--- config.mk ---
export PLATFORM = sky130hd
export DESIGN_NAME = utf8_code_point_decoder
export DESIGN_NICKNAME = d
export VERILOG_FILES = /design/src/rtl/core/utf8cpd_pkg.sv /design/src/rtl/core/utf8cpd_step.sv /design/src/rtl/core/utf8_code_point_decoder.sv
export SDC_FILE = /design/constraint.sdc
export NUM_CORES = 1
export LEC_CHECK = 0
export BUFFER_PORTS_ARGS = -buffer_cell sky130_fd_sc_hd__buf_4
export CAP_MARGIN = 20
export CORE_AREA = 2 2 79 81
export DETAILED_ROUTE_END_ITERATION = 12
export DIE_AREA = 0 0 81 83
export HOLD_SLACK_MARGIN = 0.03
export MAX_ROUTING_LAYER = met4
export PLACE_DENSITY_LB_ADDON = 0.05
export SETUP_SLACK_MARGIN = 0.02
export SYNTH_ARGS = -nofsm -noshare
export SYNTH_HDL_FRONTEND = slang
export SYNTH_SLANG_ARGS = --single-unit
--- constraint.sdc ---
create_clock -name clk -period 3 [get_ports clk]
set_clock_uncertainty 0.05 [all_clocks]
set_input_delay 0.9 -clock clk [delete_from_list [all_inputs] [get_ports clk]]
set_output_delay 0.9 -clock clk [all_outputs]
set_load 0.1 [all_outputs]
--- src/rtl/core/utf8cpd_pkg.sv ---
`default_nettype none
package utf8cpd_pkg;

  localparam int unsigned ByteW  = 8;
  localparam int unsigned CpW    = 21;
  localparam int unsigned PendW  = 2;
  localparam int unsigned TdataW = 24;

  // decoder state carried between bytes
  typedef struct packed {
    logic [PendW-1:0] pending;
    logic [CpW-1:0]   partial;
    logic             bad;
  } dec_state_t;

  // one decoded character
  typedef struct packed {
    logic           valid;
    logic [CpW-1:0] code_point;
    logic           malformed;
  } dec_result_t;

  localparam logic [PendW-1:0] PendNone  = 2'd0;
  localparam logic [PendW-1:0] PendOne   = 2'd1;
  localparam logic [PendW-1:0] PendTwo   = 2'd2;
  localparam logic [PendW-1:0] PendThree = 2'd3;

endpackage
`default_nettype wire

--- src/rtl/core/utf8cpd_step.sv ---
`default_nettype none
module utf8cpd_step (
  input  wire logic [utf8cpd_pkg::ByteW-1:0] text_byte,
  input  wire utf8cpd_pkg::dec_state_t       state_cur,
  output      utf8cpd_pkg::dec_state_t       state_nxt,
  output      utf8cpd_pkg::dec_result_t      result
);
  import utf8cpd_pkg::*;

  logic [CpW-1:0] shifted;

  assign shifted = {state_cur.partial[CpW-7:0], text_byte[5:0]};

  always_comb begin
    state_nxt         = state_cur;
    result.valid      = 1'b0;
    result.code_point = '0;
    result.malformed  = 1'b0;
    if (state_cur.pending != PendNone) begin
      // continuation byte: taken even when it is not 10xxxxxx
      if (state_cur.pending == PendOne) begin
        result.valid      = 1'b1;
        result.malformed  = state_cur.bad || (text_byte[7:6] != 2'b10);
        result.code_point = result.malformed ? '0 : shifted;
        state_nxt.pending = PendNone;
        state_nxt.partial = '0;
        state_nxt.bad     = 1'b0;
      end else begin
        state_nxt.pending = state_cur.pending - PendOne;
        state_nxt.partial = shifted;
        state_nxt.bad     = state_cur.bad || (text_byte[7:6] != 2'b10);
      end
    end else begin
      priority casez (text_byte)
        8'b0???_????: begin
          result.valid      = 1'b1;
          result.code_point = {{(CpW-ByteW){1'b0}}, text_byte};
        end
        8'b110?_????: begin
          state_nxt.pending = PendOne;
          state_nxt.partial = {{(CpW-5){1'b0}}, text_byte[4:0]};
          state_nxt.bad     = 1'b0;
        end
        8'b1110_????: begin
          state_nxt.pending = PendTwo;
          state_nxt.partial = {{(CpW-4){1'b0}}, text_byte[3:0]};
          state_nxt.bad     = 1'b0;
        end
        8'b1111_0???: begin
          state_nxt.pending = PendThree;
          state_nxt.partial = {{(CpW-3){1'b0}}, text_byte[2:0]};
          state_nxt.bad     = 1'b0;
        end
        default: begin
          // stray continuation or 11111xxx lead
          result.valid     = 1'b1;
          result.malformed = 1'b1;
        end
      endcase
    end
  end

endmodule
`default_nettype wire

--- src/rtl/core/utf8_code_point_decoder.sv ---
// channel   dir  tdata                          tuser
// in_       in   [7:0] text_byte                -
// out_      out  [20:0] code_point, [23:21] 0   [0] malformed
//
// one byte per cycle while out_ is not stalled; a byte passes an input register
// and then a result register before its character shows on out_
// a byte that completes no character uses no output slot
// out_tready low holds the result; in_tready then drops only once the
// input register also holds a byte that needs the output slot
// rst_n is synchronous and clears the decoder state and both valid flags
`default_nettype none
module utf8_code_point_decoder (
  input  wire logic                             clk,
  input  wire logic                             rst_n,
  input  wire logic                             in_tvalid,
  output      logic                             in_tready,
  input  wire logic [utf8cpd_pkg::ByteW-1:0]    in_tdata,   // [7:0] text_byte
  output      logic                             out_tvalid,
  input  wire logic                             out_tready,
  output      logic [utf8cpd_pkg::TdataW-1:0]   out_tdata,  // [20:0] code_point
  output      logic                             out_tuser   // [0] malformed
);
  import utf8cpd_pkg::*;

  logic             in_valid_r;
  logic [ByteW-1:0] in_byte_r;
  dec_state_t       state_r, state_nxt;
  dec_result_t      result;
  logic             out_valid_r;
  logic [CpW-1:0]   out_cp_r;
  logic             out_bad_r;
  logic             advance;

  utf8cpd_step u_step (
    .text_byte (in_byte_r),
    .state_cur (state_r),
    .state_nxt (state_nxt),
    .result    (result)
  );

  // the held byte moves on unless it has a result and the slot is taken
  assign advance   = in_valid_r && (!result.valid || !out_valid_r || out_tready);
  assign in_tready = !in_valid_r || advance;

  always_ff @(posedge clk) begin
    if (!rst_n) begin
      in_valid_r <= 1'b0;
    end else if (in_tready) begin
      in_valid_r <= in_tvalid;
    end
    if (in_tready && in_tvalid) begin
      in_byte_r <= in_tdata;
    end
  end

  always_ff @(posedge clk) begin
    if (!rst_n) begin
      state_r <= '0;
    end else if (advance) begin
      state_r <= state_nxt;
    end
  end

  always_ff @(posedge clk) begin
    if (!rst_n) begin
      out_valid_r <= 1'b0;
    end else if (advance && result.valid) begin
      out_valid_r <= 1'b1;
    end else if (out_tready) begin
      out_valid_r <= 1'b0;
    end
    if (advance && result.valid) begin
      out_cp_r  <= result.code_point;
      out_bad_r <= result.malformed;
    end
  end

  assign out_tvalid = out_valid_r;
  assign out_tdata  = {{(TdataW-CpW){1'b0}}, out_cp_r};
  assign out_tuser  = out_bad_r;

endmodule
`default_nettype wire

==> results of run 1 <==
-- how the worst max path moves through the flow --
stage                                   from         to  slack [ns]  cells after the start
detailed placement  state_r[22]$_SDFFE_PN0P_  in_tready        0.28                      7
global route        state_r[22]$_SDFFE_PN0P_  in_tready        0.02                      7
finish              state_r[22]$_SDFFE_PN0P_  in_tready        0.14                      7
global placement    state_r[22]$_SDFFE_PN0P_  in_tready        0.36                      7
floorplan           state_r[22]$_SDFFE_PN0P_  in_tready        0.12                      7
CTS                 state_r[22]$_SDFFE_PN0P_  in_tready        0.03                      7
-- layout make-up --
type | instances | area [sq um] | area share (%)
multi-input cells | 100 | 646 | 26.2
well taps | 75 | 93.8 | 3.81
inverters | 7 | 26.3 | 1.07
repair buffers | 41 | 315 | 12.8
flip-flops and latches | 50 | 1300 | 52.8
clock buffers | 6 | 72.6 | 2.94
clock inverters | 2 | 10.0 | 0.406
-- kinds of logic (layout without fill, tap and decap cells) --
| group | count (synthesis) | after routing | synth area share (%) |
|---|---|---|---|
| buffers and inverters | 17 | 56 | 4.52 |
| multiplexers | 1 | 1 | 0.557 |
| AND/OR/NAND/NOR | 64 | 64 | 17.1 |
| flip-flops | 50 | 50 | 64.4 |
| AO/OA/AOI/OAI | 30 | 30 | 12.0 |
| adder cells (fa/ha/maj) | 2 | 2 | 1.24 |
| other | 1 | 3 | 0.186 |
-- per-stage QoR --
| stage | power [mW] | instances | hold WS [ns] | setup WS (ns) |
|---|---|---|---|---|
| global placement | 1.02 | 273 | 0.386 | 0.359 |
| global route | 1.44 | 281 | 0.419 | 0.0208 |
| CTS | 1.40 | 281 | 0.403 | 0.0300 |
| floorplan | 0.971 | 167 | 0.374 | 0.121 |
| finish | 1.38 | 281 | 0.400 | 0.144 |
| detailed placement | 1.03 | 273 | 0.391 | 0.282 |
-- worst max-delay path: cells and delay by family (launching register included) --
kind	cells	cell delay (ns)
flops	1	0.39
compound gates	1	0.27
buf+inv	3	0.36
fa+ha+maj	1	0.26
simple gates	2	0.33
-- repair_timing --
item,4_1_cts,5_1_grt
gates cloned,0,0
resized for setup,2,2
setup buffers,0,0
endpoints found under the setup margin,1,1
-- power by group through the flow --
stage               sequential, mW  clock [mW]  combinational, mW
CTS                          0.771       0.386              0.241
global placement             0.786           0              0.236
detailed placement           0.787           0              0.239
finish                       0.771       0.371              0.239
global route                 0.774       0.409              0.253
floorplan                    0.887           0             0.0839
-- cell usage after synthesis, types with 2 or more instances --
library cell	count
sky130_fd_sc_hd__buf_4	3
sky130_fd_sc_hd__dfxtp_1	20
sky130_fd_sc_hd__o21ai_0	3
sky130_fd_sc_hd__buf_6	2
sky130_fd_sc_hd__edfxtp_1	30
sky130_fd_sc_hd__nor2b_1	2
sky130_fd_sc_hd__a22o_1	5
sky130_fd_sc_hd__and3_1	14
sky130_fd_sc_hd__ha_1	2
sky130_fd_sc_hd__a21boi_1	9
sky130_fd_sc_hd__and2_1	7
sky130_fd_sc_hd__nand2_1	15
sky130_fd_sc_hd__clkbuf_1	4
sky130_fd_sc_hd__nand3_1	13
sky130_fd_sc_hd__a21oi_1	3
sky130_fd_sc_hd__nor2_1	5
sky130_fd_sc_hd__a21boi_0	3
sky130_fd_sc_hd__inv_1	7
-- sequential cells by signal (all words and copies together) (netlist names) --
| name | count |
|---|---|
| in_byte_r | 8 |
| in_valid_r | 1 |
| out_cp_r | 21 |
| out_tuser | 1 |
| out_tvalid | 1 |
| state_r | 18 |
-- per-layer routing --
layer	up-vias	GRT usage, %	part of all wire [%]
met5	-	-	0
met4	0	4.62	1.6
met3	5	2.93	4.1
met2	32	20.9	51
met1	653	15.2	43
li1	668	-	-
==> metrics list, run 1 <==
- Mapped Cells: 165
- Setup total negative slack on the finished layout was measured at 0 ns.
- I/O Pins: 39
* Logic gate share of total power: 17.3%
- By startpoint and endpoint, the worst setup path is classified as register to output port.
* Internal power: 0.976 mW
* DRC violation count after routing: 0
* Total count of hold-check failures in the final report: 0
- Port Buffer Count: 35
* Most common cell after layout, fill and taps aside: sky130_fd_sc_hd__buf_4
- In this run, CTS created clock tree buffers numbering 5.
* Final setup violation count: 0
- Headroom to the max-slew limit came out at 43.4%.
- Proportion of synthesized chip area in sequential cells: 64.4%
- Number of storage elements in the synthesis netlist: 50
- Global-route wire length before repair: 6.39 mm
- Synth unique cells: 36
- Hold repair after CTS inserted 0 buffers.
- Violation count after the first detailed-route iteration: 50
- The final count of pins violating max slew came to 0.
- Area share of the leading cell type in the synthesized netlist: 44.6%
* Critical path endpoint category: output port
- After filler insertion, the fill cell instance count of the layout stands at 583.
* Peak VDD IR: 0.000199 V
* Source of the worst register-to-register timing path: state_r[23]$_SDFFE_PN0P_
- Area growth from synthesis to layout: 22.0%
* Clock root buffer master: sky130_fd_sc_hd__clkbuf_8
- The endpoint identified for the worst register-to-register timing path is state_r[1]$_SDFFE_PN0P_.
* Core Footprint: 5820 sq um
* Insertion delay to the later sink of the worst-skew pair: 0.30 ns
- Mean instance size in the synthesized netlist: 12.2 sq um
* Number of standard-cell rows in the floorplan: 28
- The repair_antennas step left the layout with diodes totalling 0.
- The die covers 6720 sq um.
- At the pin with the least slew margin, the transition time is 0.842 ns.
- CTS sink cnt: 50
* Register-to-register path setup slack: 0.73 ns
- Via count of the routed design: 1358
* Switching fraction of total power: 29.3%
* Share of cells above drive strength 1: 27.2%
* Leakage power: 0.975 nW
- Nets@finish: 219
- Across the run, the number of max-cap violations was 0.
* Worst path cell trace: inv_1, ha_2, and4_1, o31ai_2, nor2_1, inv_1, buf_8
- The analysis attributes to net switching a power of 0.405 mW.
- For this run, the top clock speed supported by timing is 350 MHz.
* Async set-reset flop share out of synthesis: 0%
- Post-detail-place hpwl: 2.70 mm
- The top cell types in the final layout, fill and taps aside, are 40 x sky130_fd_sc_hd__buf_4, 30 x sky130_fd_sc_hd__edfxtp_1, 20 x sky130_fd_sc_hd__dfxtp_1.
* Initial Util: 34.7%
- Clock network fraction of design power: 26.9%
- Summed over all layers, the routed wires come to 3.87 mm.
- The worst setup path is launched from a register.
- Summed over all layers, the global routing overflow is 0.
- The most used flip-flop cell after synthesis is sky130_fd_sc_hd__edfxtp_1.
* GP Congestion: 0.823
* Max Root-Sink Buffers: 2
* Worst path most repeated cell: sky130_fd_sc_hd__inv_1
- Entering global routing, the biggest net connects 23 pins.
- In this run the most critical hold path is launched from state_r[12]$_SDFFE_PN0P_.
- Mapped cell area: 2020 sq um
- In the final routed layout, each cell accounts on average for 13.8 um.
- Worst Reg-to-Reg Cells: 6
- The via count of the first global-routing pass came to 1307.
- Largest stage delay, worst path: 0.39 ns
- Max H-tree Level: 2
* Die X-Extent: 81 um
- Result of the run: finished clean
- Share of the core filled with cells in the final layout: 42.4%
- Die Y-Extent: 83 um
- Clock tree from TritonCTS: yes
- In the global route stage, overall resource usage came out at 12.7%.
- Setup repair after global routing left no endpoint under its margin.
* WP data required: 2.05 ns
- Power share of the sequential group: 55.8%
* Number of synthesized flops with an enable pin: 30
- Worst Path Max Fanout: 11
* Post-synthesis cell type with the largest combined area: sky130_fd_sc_hd__edfxtp_1
- Post-route design area: 2460 sq um
- Along the worst hold path, the cell count comes to 2.
* Final Critical Period: 2.86 ns
* Tcrit/Tclk final: 95.2%
- Critical path's slowest cell: sky130_fd_sc_hd__dfxtp_1
- Worst Hold End: state_r[12]$_SDFFE_PN0P_
- For the worst setup path, the data arrival time is 1.91 ns.
- DP Area: 2370 sq um
- For this run, the number of Yosys warnings is 0.
* Class of the tightest hold or removal check: register to register
- Vias per Instance: 4.83
- In the post-synthesis netlist, the biggest area contributors are sky130_fd_sc_hd__edfxtp_1 45%, sky130_fd_sc_hd__dfxtp_1 20%, sky130_fd_sc_hd__and3_1 4.3%, sky130_fd_sc_hd__a21boi_1 3.3%, sky130_fd_sc_hd__nand3_1 3.2%.
* Clock-pin slew on the worst setup and hold paths: 0.08 ns
* ANT nets after route: 0
* First-pass detailed-route iteration total: 4
- Power density relative to cell area: 560 nW/um^2
- Number of antenna violations at the first check in global routing: 0
(Power assumes the default switching activity.)
==> run 2: changes to the inputs <==
Clock period 3 ns to 3.4 ns, I/O delays scaled along.
==> run 2 against run 1 <==
  * Register-to-register slack improved by 0.21 ns
  * Sequential power decreased by 12%
  * Die area unchanged
  * Non-clock buffer count decreased by 3
  * Sequential cell count unchanged
  * Critical path type unchanged
  * Largest cell class unchanged
  * Largest power group unchanged
  * Highest routed layer unchanged
==> metrics list, run 2 (synthesis gave the netlist of run 1 again) <==
- In the final timing run, aggregate negative setup slack is 0 ns.
- Before CTS, the worst setup slack after placement is 0.447 ns.
- The number of antenna violations at the first check in global routing is 0.
- The design draws 1.37 mW.
- Hold-critical path depth: 2
- Peak VDD IR: 0.000185 V
- Number of buffers added by the clock tree synthesis step: 5
* Tcrit/Tclk final: 94.6%
- out_cp_r holds more flip-flops than any other register.
* Share of cells above drive strength 1: 25.6%
- Global routing used 12.8% of the available tracks.
- Worst Hold End: state_r[15]$_SDFFE_PN0P_
* Die Y-Extent: 83 um
- Signal arrival time at the worst endpoint: 2.15 ns
- Worst Reg-to-Reg Cells: 6
- The largest registers in the layout are out_cp_r (21), state_r (18), in_byte_r (8).
- Per report_power, the sequential group accounts for 49.8% of the total.
* Post-CTS setup buffer count: 0
* DRC violation count after routing: 0
- STA classifies the critical path endpoint as an output port.
* Post-Route M1 WL: 1.74 mm
- Counting along the longest clock path gives a buffer depth of 2.
- GP Congestion: 0.839
* Commonest cells after routing, fill and taps aside: 38 x sky130_fd_sc_hd__buf_4, 30 x sky130_fd_sc_hd__edfxtp_1, 20 x sky130_fd_sc_hd__dfxtp_1
- Nets@finish: 216
* Clock root buffer master: sky130_fd_sc_hd__clkbuf_8
- Slew Limit Fails: 0
- Insertion delay to the later sink of the worst-skew pair: 0.30 ns
* First-pass detailed-route iteration total: 4
- Global-route wire length before repair: 6.41 mm
- The detailed router finished its first iteration with 65 violations.
* CTS sink cnt: 50
- The die covers 6720 sq um.
- Most common cell after layout, fill and taps aside: sky130_fd_sc_hd__buf_4
- Flip-flop count of the largest register after layout: 21
* Routed wire length: 3.87 mm
* Top layer in use: met4
- Entering global routing, the biggest net connects 23 pins.
- Die X-Extent: 81 um
- The internal portion of the total power is 1.01 mW.
* Congestion Overflow GR: 0
* Critical Path Start Type: register
- TritonCTS built the clock tree.
* Setup ws final: 0.183 ns
* Vias per Instance: 4.85
- The critical path starts at state_r[22]$_SDFFE_PN0P_.
* Worst Hold Launch: state_r[15]$_SDFFE_PN0P_
- The core region is 5820 sq um.
- Power density relative to cell area: 550 nW/um^2
* Final setup violation count: 0
* Worst Path Max Fanout: 11
- The path class of the tightest hold or removal check is register to register.
- Final Critical Period: 3.22 ns
* Worst setup path category: register to output port
* Logic gate share of total power: 15.1%
* Clock network fraction of design power: 35.1%
* Share of the core filled with cells in the final layout: 42.7%
* Max H-tree Level: 2
- Switching fraction of total power: 26.4%
- Actual slew at the worst max-slew pin: 0.870 ns
- Register-to-register path setup slack: 0.94 ns
- Once the floorplan was initialized, standard cells occupied 34.7% of the core.
- Based on the critical path, the design can be clocked at up to 311 MHz.
- The HPWL after detailed placement is 2.66 mm.
- Summed over all nets, wire length on met3 after detailed routing comes to 144 um.
* Result of the run: finished clean
- ANT nets after route: 0
- NetSw: 0.360 mW
- In this run the critical register-to-register path is captured at in_byte_r[0]$_DFFE_PP_.
- Source of the worst register-to-register timing path: state_r[22]$_SDFFE_PN0P_
- Final routed wire length divided by cell count: 13.9 um
- Max-cap check violation count: 0
- In this run the static leakage power is 0.979 nW.
* WP data required: 2.33 ns
* Fill cells: 588
* Final cell count without fillers: 278
- I/O Pins: 39
- After clock tree synthesis, the clock-pin slew on the worst setup and hold paths is 0.09 ns.
* Count of inserted antenna diode cells: 0
* Via count of the routed design: 1348
- The via count of the first global-routing pass was 1295.
- Relative to the synthesized area, the layout overhead comes to 22.8%.
- In this run the core area contains 28 standard-cell rows.
- Input and output buffers added on the ports amount to 35.
* Number of placed instances, taps included: 270
- Routed met2 length: 1.93 mm
- Unrepaired setup endpoints after global routing: false
- Total count of hold-check failures in the final report: 0
* Normalized max-slew margin: 41.5%
==> run 2: changes by cell type in the layout (fill, tap and decap cells not counted), sizes merged <==
cell | before | now
buf | 41 | 38
bufinv | 0 | 2
clkbuf | 6 | 5
clkinv | 2 | 1
==> run 2: how the worst max path moves through the flow <==
stage	end	slack [ns]
after floorplan	in_tready	0.40
after global placement	in_tready	0.52
after detailed placement	in_tready	0.45
after CTS	in_tready	0.08
after global routing	in_tready	0.07
final	in_tready	0.18
==> run 2: area by class of cell <==
class                      count  area (sq um)  share of cell area, %
tap                           75          93.8                   3.78
sequential                    50          1300                   52.4
clock buffer                   5          68.8                   2.77
timing repair buffer          38           285                   11.5
multi-input combinational    100           643                   25.9
inverter                       7          26.3                   1.06
clock inverter                 3          63.8                   2.57
==> run 2: per-stage QoR <==
| step | hold slack, ns | area [sq um] |
|---|---|---|
| after floorplan | 0.374 | 2030 |
| after CTS | 0.402 | 2480 |
| after detailed placement | 0.390 | 2340 |
| after global routing | 0.420 | 2480 |
| after global placement | 0.389 | 2340 |
| final | 0.399 | 2480 |
==> run 2: critical path: stages (launching register included) <==
cell,delay [ns]
sky130_fd_sc_hd__dfxtp_1,0.40
sky130_fd_sc_hd__inv_1,0.06
sky130_fd_sc_hd__ha_1,0.32
sky130_fd_sc_hd__and4_1,0.26
sky130_fd_sc_hd__o31ai_2,0.35
sky130_fd_sc_hd__nor2_1,0.11
sky130_fd_sc_hd__inv_1,0.07
sky130_fd_sc_hd__buf_4,0.28
==> run 2: layer usage <==
metal  global-route usage [%]  up-vias
met5                        -        -
met4                     5.08        0
met3                     2.93        6
met2                     20.1       28
met1                     15.9      653
li1                         -      661
==> run 2: timing repair <==
action,in CTS,in global routing
hold buffers,0,0
resized for setup,0,1
setup endpoints to repair,0,1
==> run 2: power by group through the flow <==
stage	Clock [mW]	Sequential, mW	Combinational [mW]
2_1_floorplan	0	0.783	0.0740
3_3_place_gp	0	0.694	0.205
3_5_place_dp	0	0.694	0.208
4_1_cts	0.491	0.681	0.208
5_1_grt	0.521	0.683	0.218
6_report	0.479	0.680	0.207
==> run 3: changes to the inputs <==
Clock period 3.4 ns to 2.8 ns, I/O delays scaled along.
==> run 3 against run 2 <==
  * Combinational power up 28%
  * Die area is the same
  * Highest routed layer unchanged
  * Critical path type unchanged
  * Clock-buffer cell count grew 2
  * Largest power group unchanged
  * Sequential power is 21% higher
==> metrics list, run 3 (synthesis gave the netlist of run 1 again) <==
- Setup ws final: 0.147 ns
- Clock root buffer master: sky130_fd_sc_hd__clkbuf_8
* Actual slew at the worst max-slew pin: 0.726 ns
* Count of inserted antenna diode cells: 0
- Post-Route M1 WL: 1.80 mm
- Post-detail-place hpwl: 2.76 mm
* Max H-tree Level: 2
* Share of cells above drive strength 1: 30.1%
* Critical path endpoint category: output port
* Signal arrival time at the worst endpoint: 1.76 ns
* WP data required: 1.91 ns
- Nets@finish: 222
* Max Root-Sink Buffers: 2
* Max-cap check violation count: 0
- Setup violations remaining at the end of the flow were counted as 0.
- Routed wire length: 3.99 mm
* Post-place setup slack: 0.172 ns
* Violation count after the first detailed-route iteration: 102
* Die outline area: 6720 sq um
* Final routed wire length divided by cell count: 14.1 um
- Of the total power, the share spent switching nets is 28.5%.
* Vias in the first global route: 1350
- Buffers inserted to repair hold after CTS numbered 0.
- Result of the run: finished clean
- Number of antenna violations at the first check in global routing: 0
- The congestion estimate from routability-driven global placement came to 0.731.
- The slowest stage of the critical path belongs to the cell sky130_fd_sc_hd__dfxtp_2.
* First-pass detailed-route iteration total: 4
- For this block, the via count after detailed routing is 1345.
* Die Y-Extent: 83 um
* Unrepaired setup endpoints after global routing: false
- Peak VDD IR: 0.000190 V
* Sum of met3 wire segment lengths after detailed routing: 135 um
- The worst pin sits at a relative slew slack of 51.4%.
* ANT nets after route: 0
- Insertion delay to the later sink of the worst-skew pair: 0.29 ns
- Tcrit/Tclk final: 94.8%
- The final count of pins violating max slew came to 0.
- TritonCTS built the clock tree.
* Initial Util: 34.7%
- Buffers inserted during clock tree synthesis total 5.
* Die X-Extent: 81 um
* Top layer in use: met4
* CTS sink cnt: 50
* Core Footprint: 5820 sq um
- Max frequency: 377 MHz
- The clock network is responsible for 27.6% of the overall power.
* Global-route usage over all layers: 13.1%
* Routed met2 length: 2.04 mm
* Leakage power: 1.00 nW
* Most common cell after layout, fill and taps aside: sky130_fd_sc_hd__buf_4
- I/O Pins: 39
- After layout, the minimum clock period comes to 2.65 ns.
* Power density relative to cell area: 596 nW/um^2
* Commonest cells after routing, fill and taps aside: 42 x sky130_fd_sc_hd__buf_4, 30 x sky130_fd_sc_hd__edfxtp_1, 19 x sky130_fd_sc_hd__dfxtp_1
- Critical Path Start Type: register
* Power share of the sequential group: 54.8%
- Port Buffer Count: 35
- More flip-flops sit in one register than any other, and that register is out_cp_r.
- The min-delay analysis places its worst path in the category register to register.
* Internal power: 1.08 mW
- Fill cells: 587
- The multi-input combinational cells in the finished layout cover a total of 668 sq um.
- Biggest regs: out_cp_r (21), state_r (18), in_byte_r (8)
- After detailed routing, the number of remaining DRC violations is 0.
- Worst Path Max Fanout: 7
- Final setup TNS: 0 ns
* Worst path cell trace: inv_1, ha_4, and2b_4, o31ai_4, nor2_2, clkinvlp_4, buf_8
- NetSw: 0.430 mW
* Worst setup path category: register to output port
- Vias per Instance: 4.74
* Largest net degree at the start of global routing: 23
- Logic gate share of total power: 17.6%
* Congestion Overflow GR: 0
- The number of failing hold endpoints at the final stage is 0.
* Largest stage delay, worst path: 0.36 ns
* Global-route wire length before repair: 6.56 mm
- Clock-pin slew on the worst setup and hold paths: 0.08 ns
* Flip-flop count of the largest register after layout: 21
* Number of standard-cell rows in the floorplan: 28
- Registers take 1300 sq um.
* Area growth from synthesis to layout: 25.3%
[run 3: final timing paths]
path         slack (ns)                      from  depth (start not counted)                        to
min                0.40  state_r[11]$_SDFFE_PN0P_                          2  state_r[11]$_SDFFE_PN0P_
max                0.15  state_r[22]$_SDFFE_PN0P_                          7                 in_tready
min reg2reg        0.40  state_r[11]$_SDFFE_PN0P_                          2  state_r[11]$_SDFFE_PN0P_
max reg2reg        0.63  state_r[22]$_SDFFE_PN0P_                          6   state_r[1]$_SDFFE_PN0P_
[run 3: power groups by stage]
stage	clock network (mW)	registers [mW]	logic, mW
final	0.416	0.826	0.265
after floorplan	0	0.950	0.0900
after CTS	0.430	0.827	0.259
after detailed placement	0	0.844	0.257
after global placement	0	0.843	0.253
after global routing	0.455	0.830	0.281
[run 3: area by class of cell]
class / count / area share, %
well taps: 75 / 3.71
flip-flops and latches: 50 / 51.5
repair buffers: 44 / 13.6
clock inverters: 1 / 0.198
multi-input cells: 100 / 26.4
inverters: 7 / 1.19
clock buffers: 7 / 3.41
[run 3: stage by stage]
step	hold slack (ns)	std cells	area [sq um]	util [%]	total power, mW
final	0.401	284	2530	43.5	1.51
after global routing	0.421	284	2530	43.5	1.57
after CTS	0.404	283	2490	42.9	1.52
after detailed placement	0.392	274	2380	40.9	1.10
after global placement	0.386	274	2380	40.9	1.10
after floorplan	0.374	167	2030	-	1.04
[run 3: per-layer routing]
| metal | global-route usage, % | up-vias |
|---|---|---|
| met4 | 4.16 | 0 |
| met2 | 21.0 | 26 |
| met3 | 3.26 | 2 |
| met5 | - | - |
| li1 | - | 671 |
| met1 | 16.1 | 646 |
[run 3: critical path: cells and delay by family (launching register included)]
| family | cells | cell delay, ns |
|---|---|---|
| DFF | 1 | 0.36 |
| and+or+nand+nor | 2 | 0.48 |
| adders and majority gates | 1 | 0.18 |
| AOI/OAI and AO/OA | 1 | 0.08 |
| buffers and inverters | 3 | 0.38 |
[run 3: what timing repair did]
| action | CTS | global route |
|---|---|---|
| endpoints found under the setup margin | 1 | 1 |
| setup buffers | 1 | 0 |
| resized for setup | 5 | 4 |
| endpoints found under the hold margin | 0 | 0 |
| pin swaps | 2 | 0 |
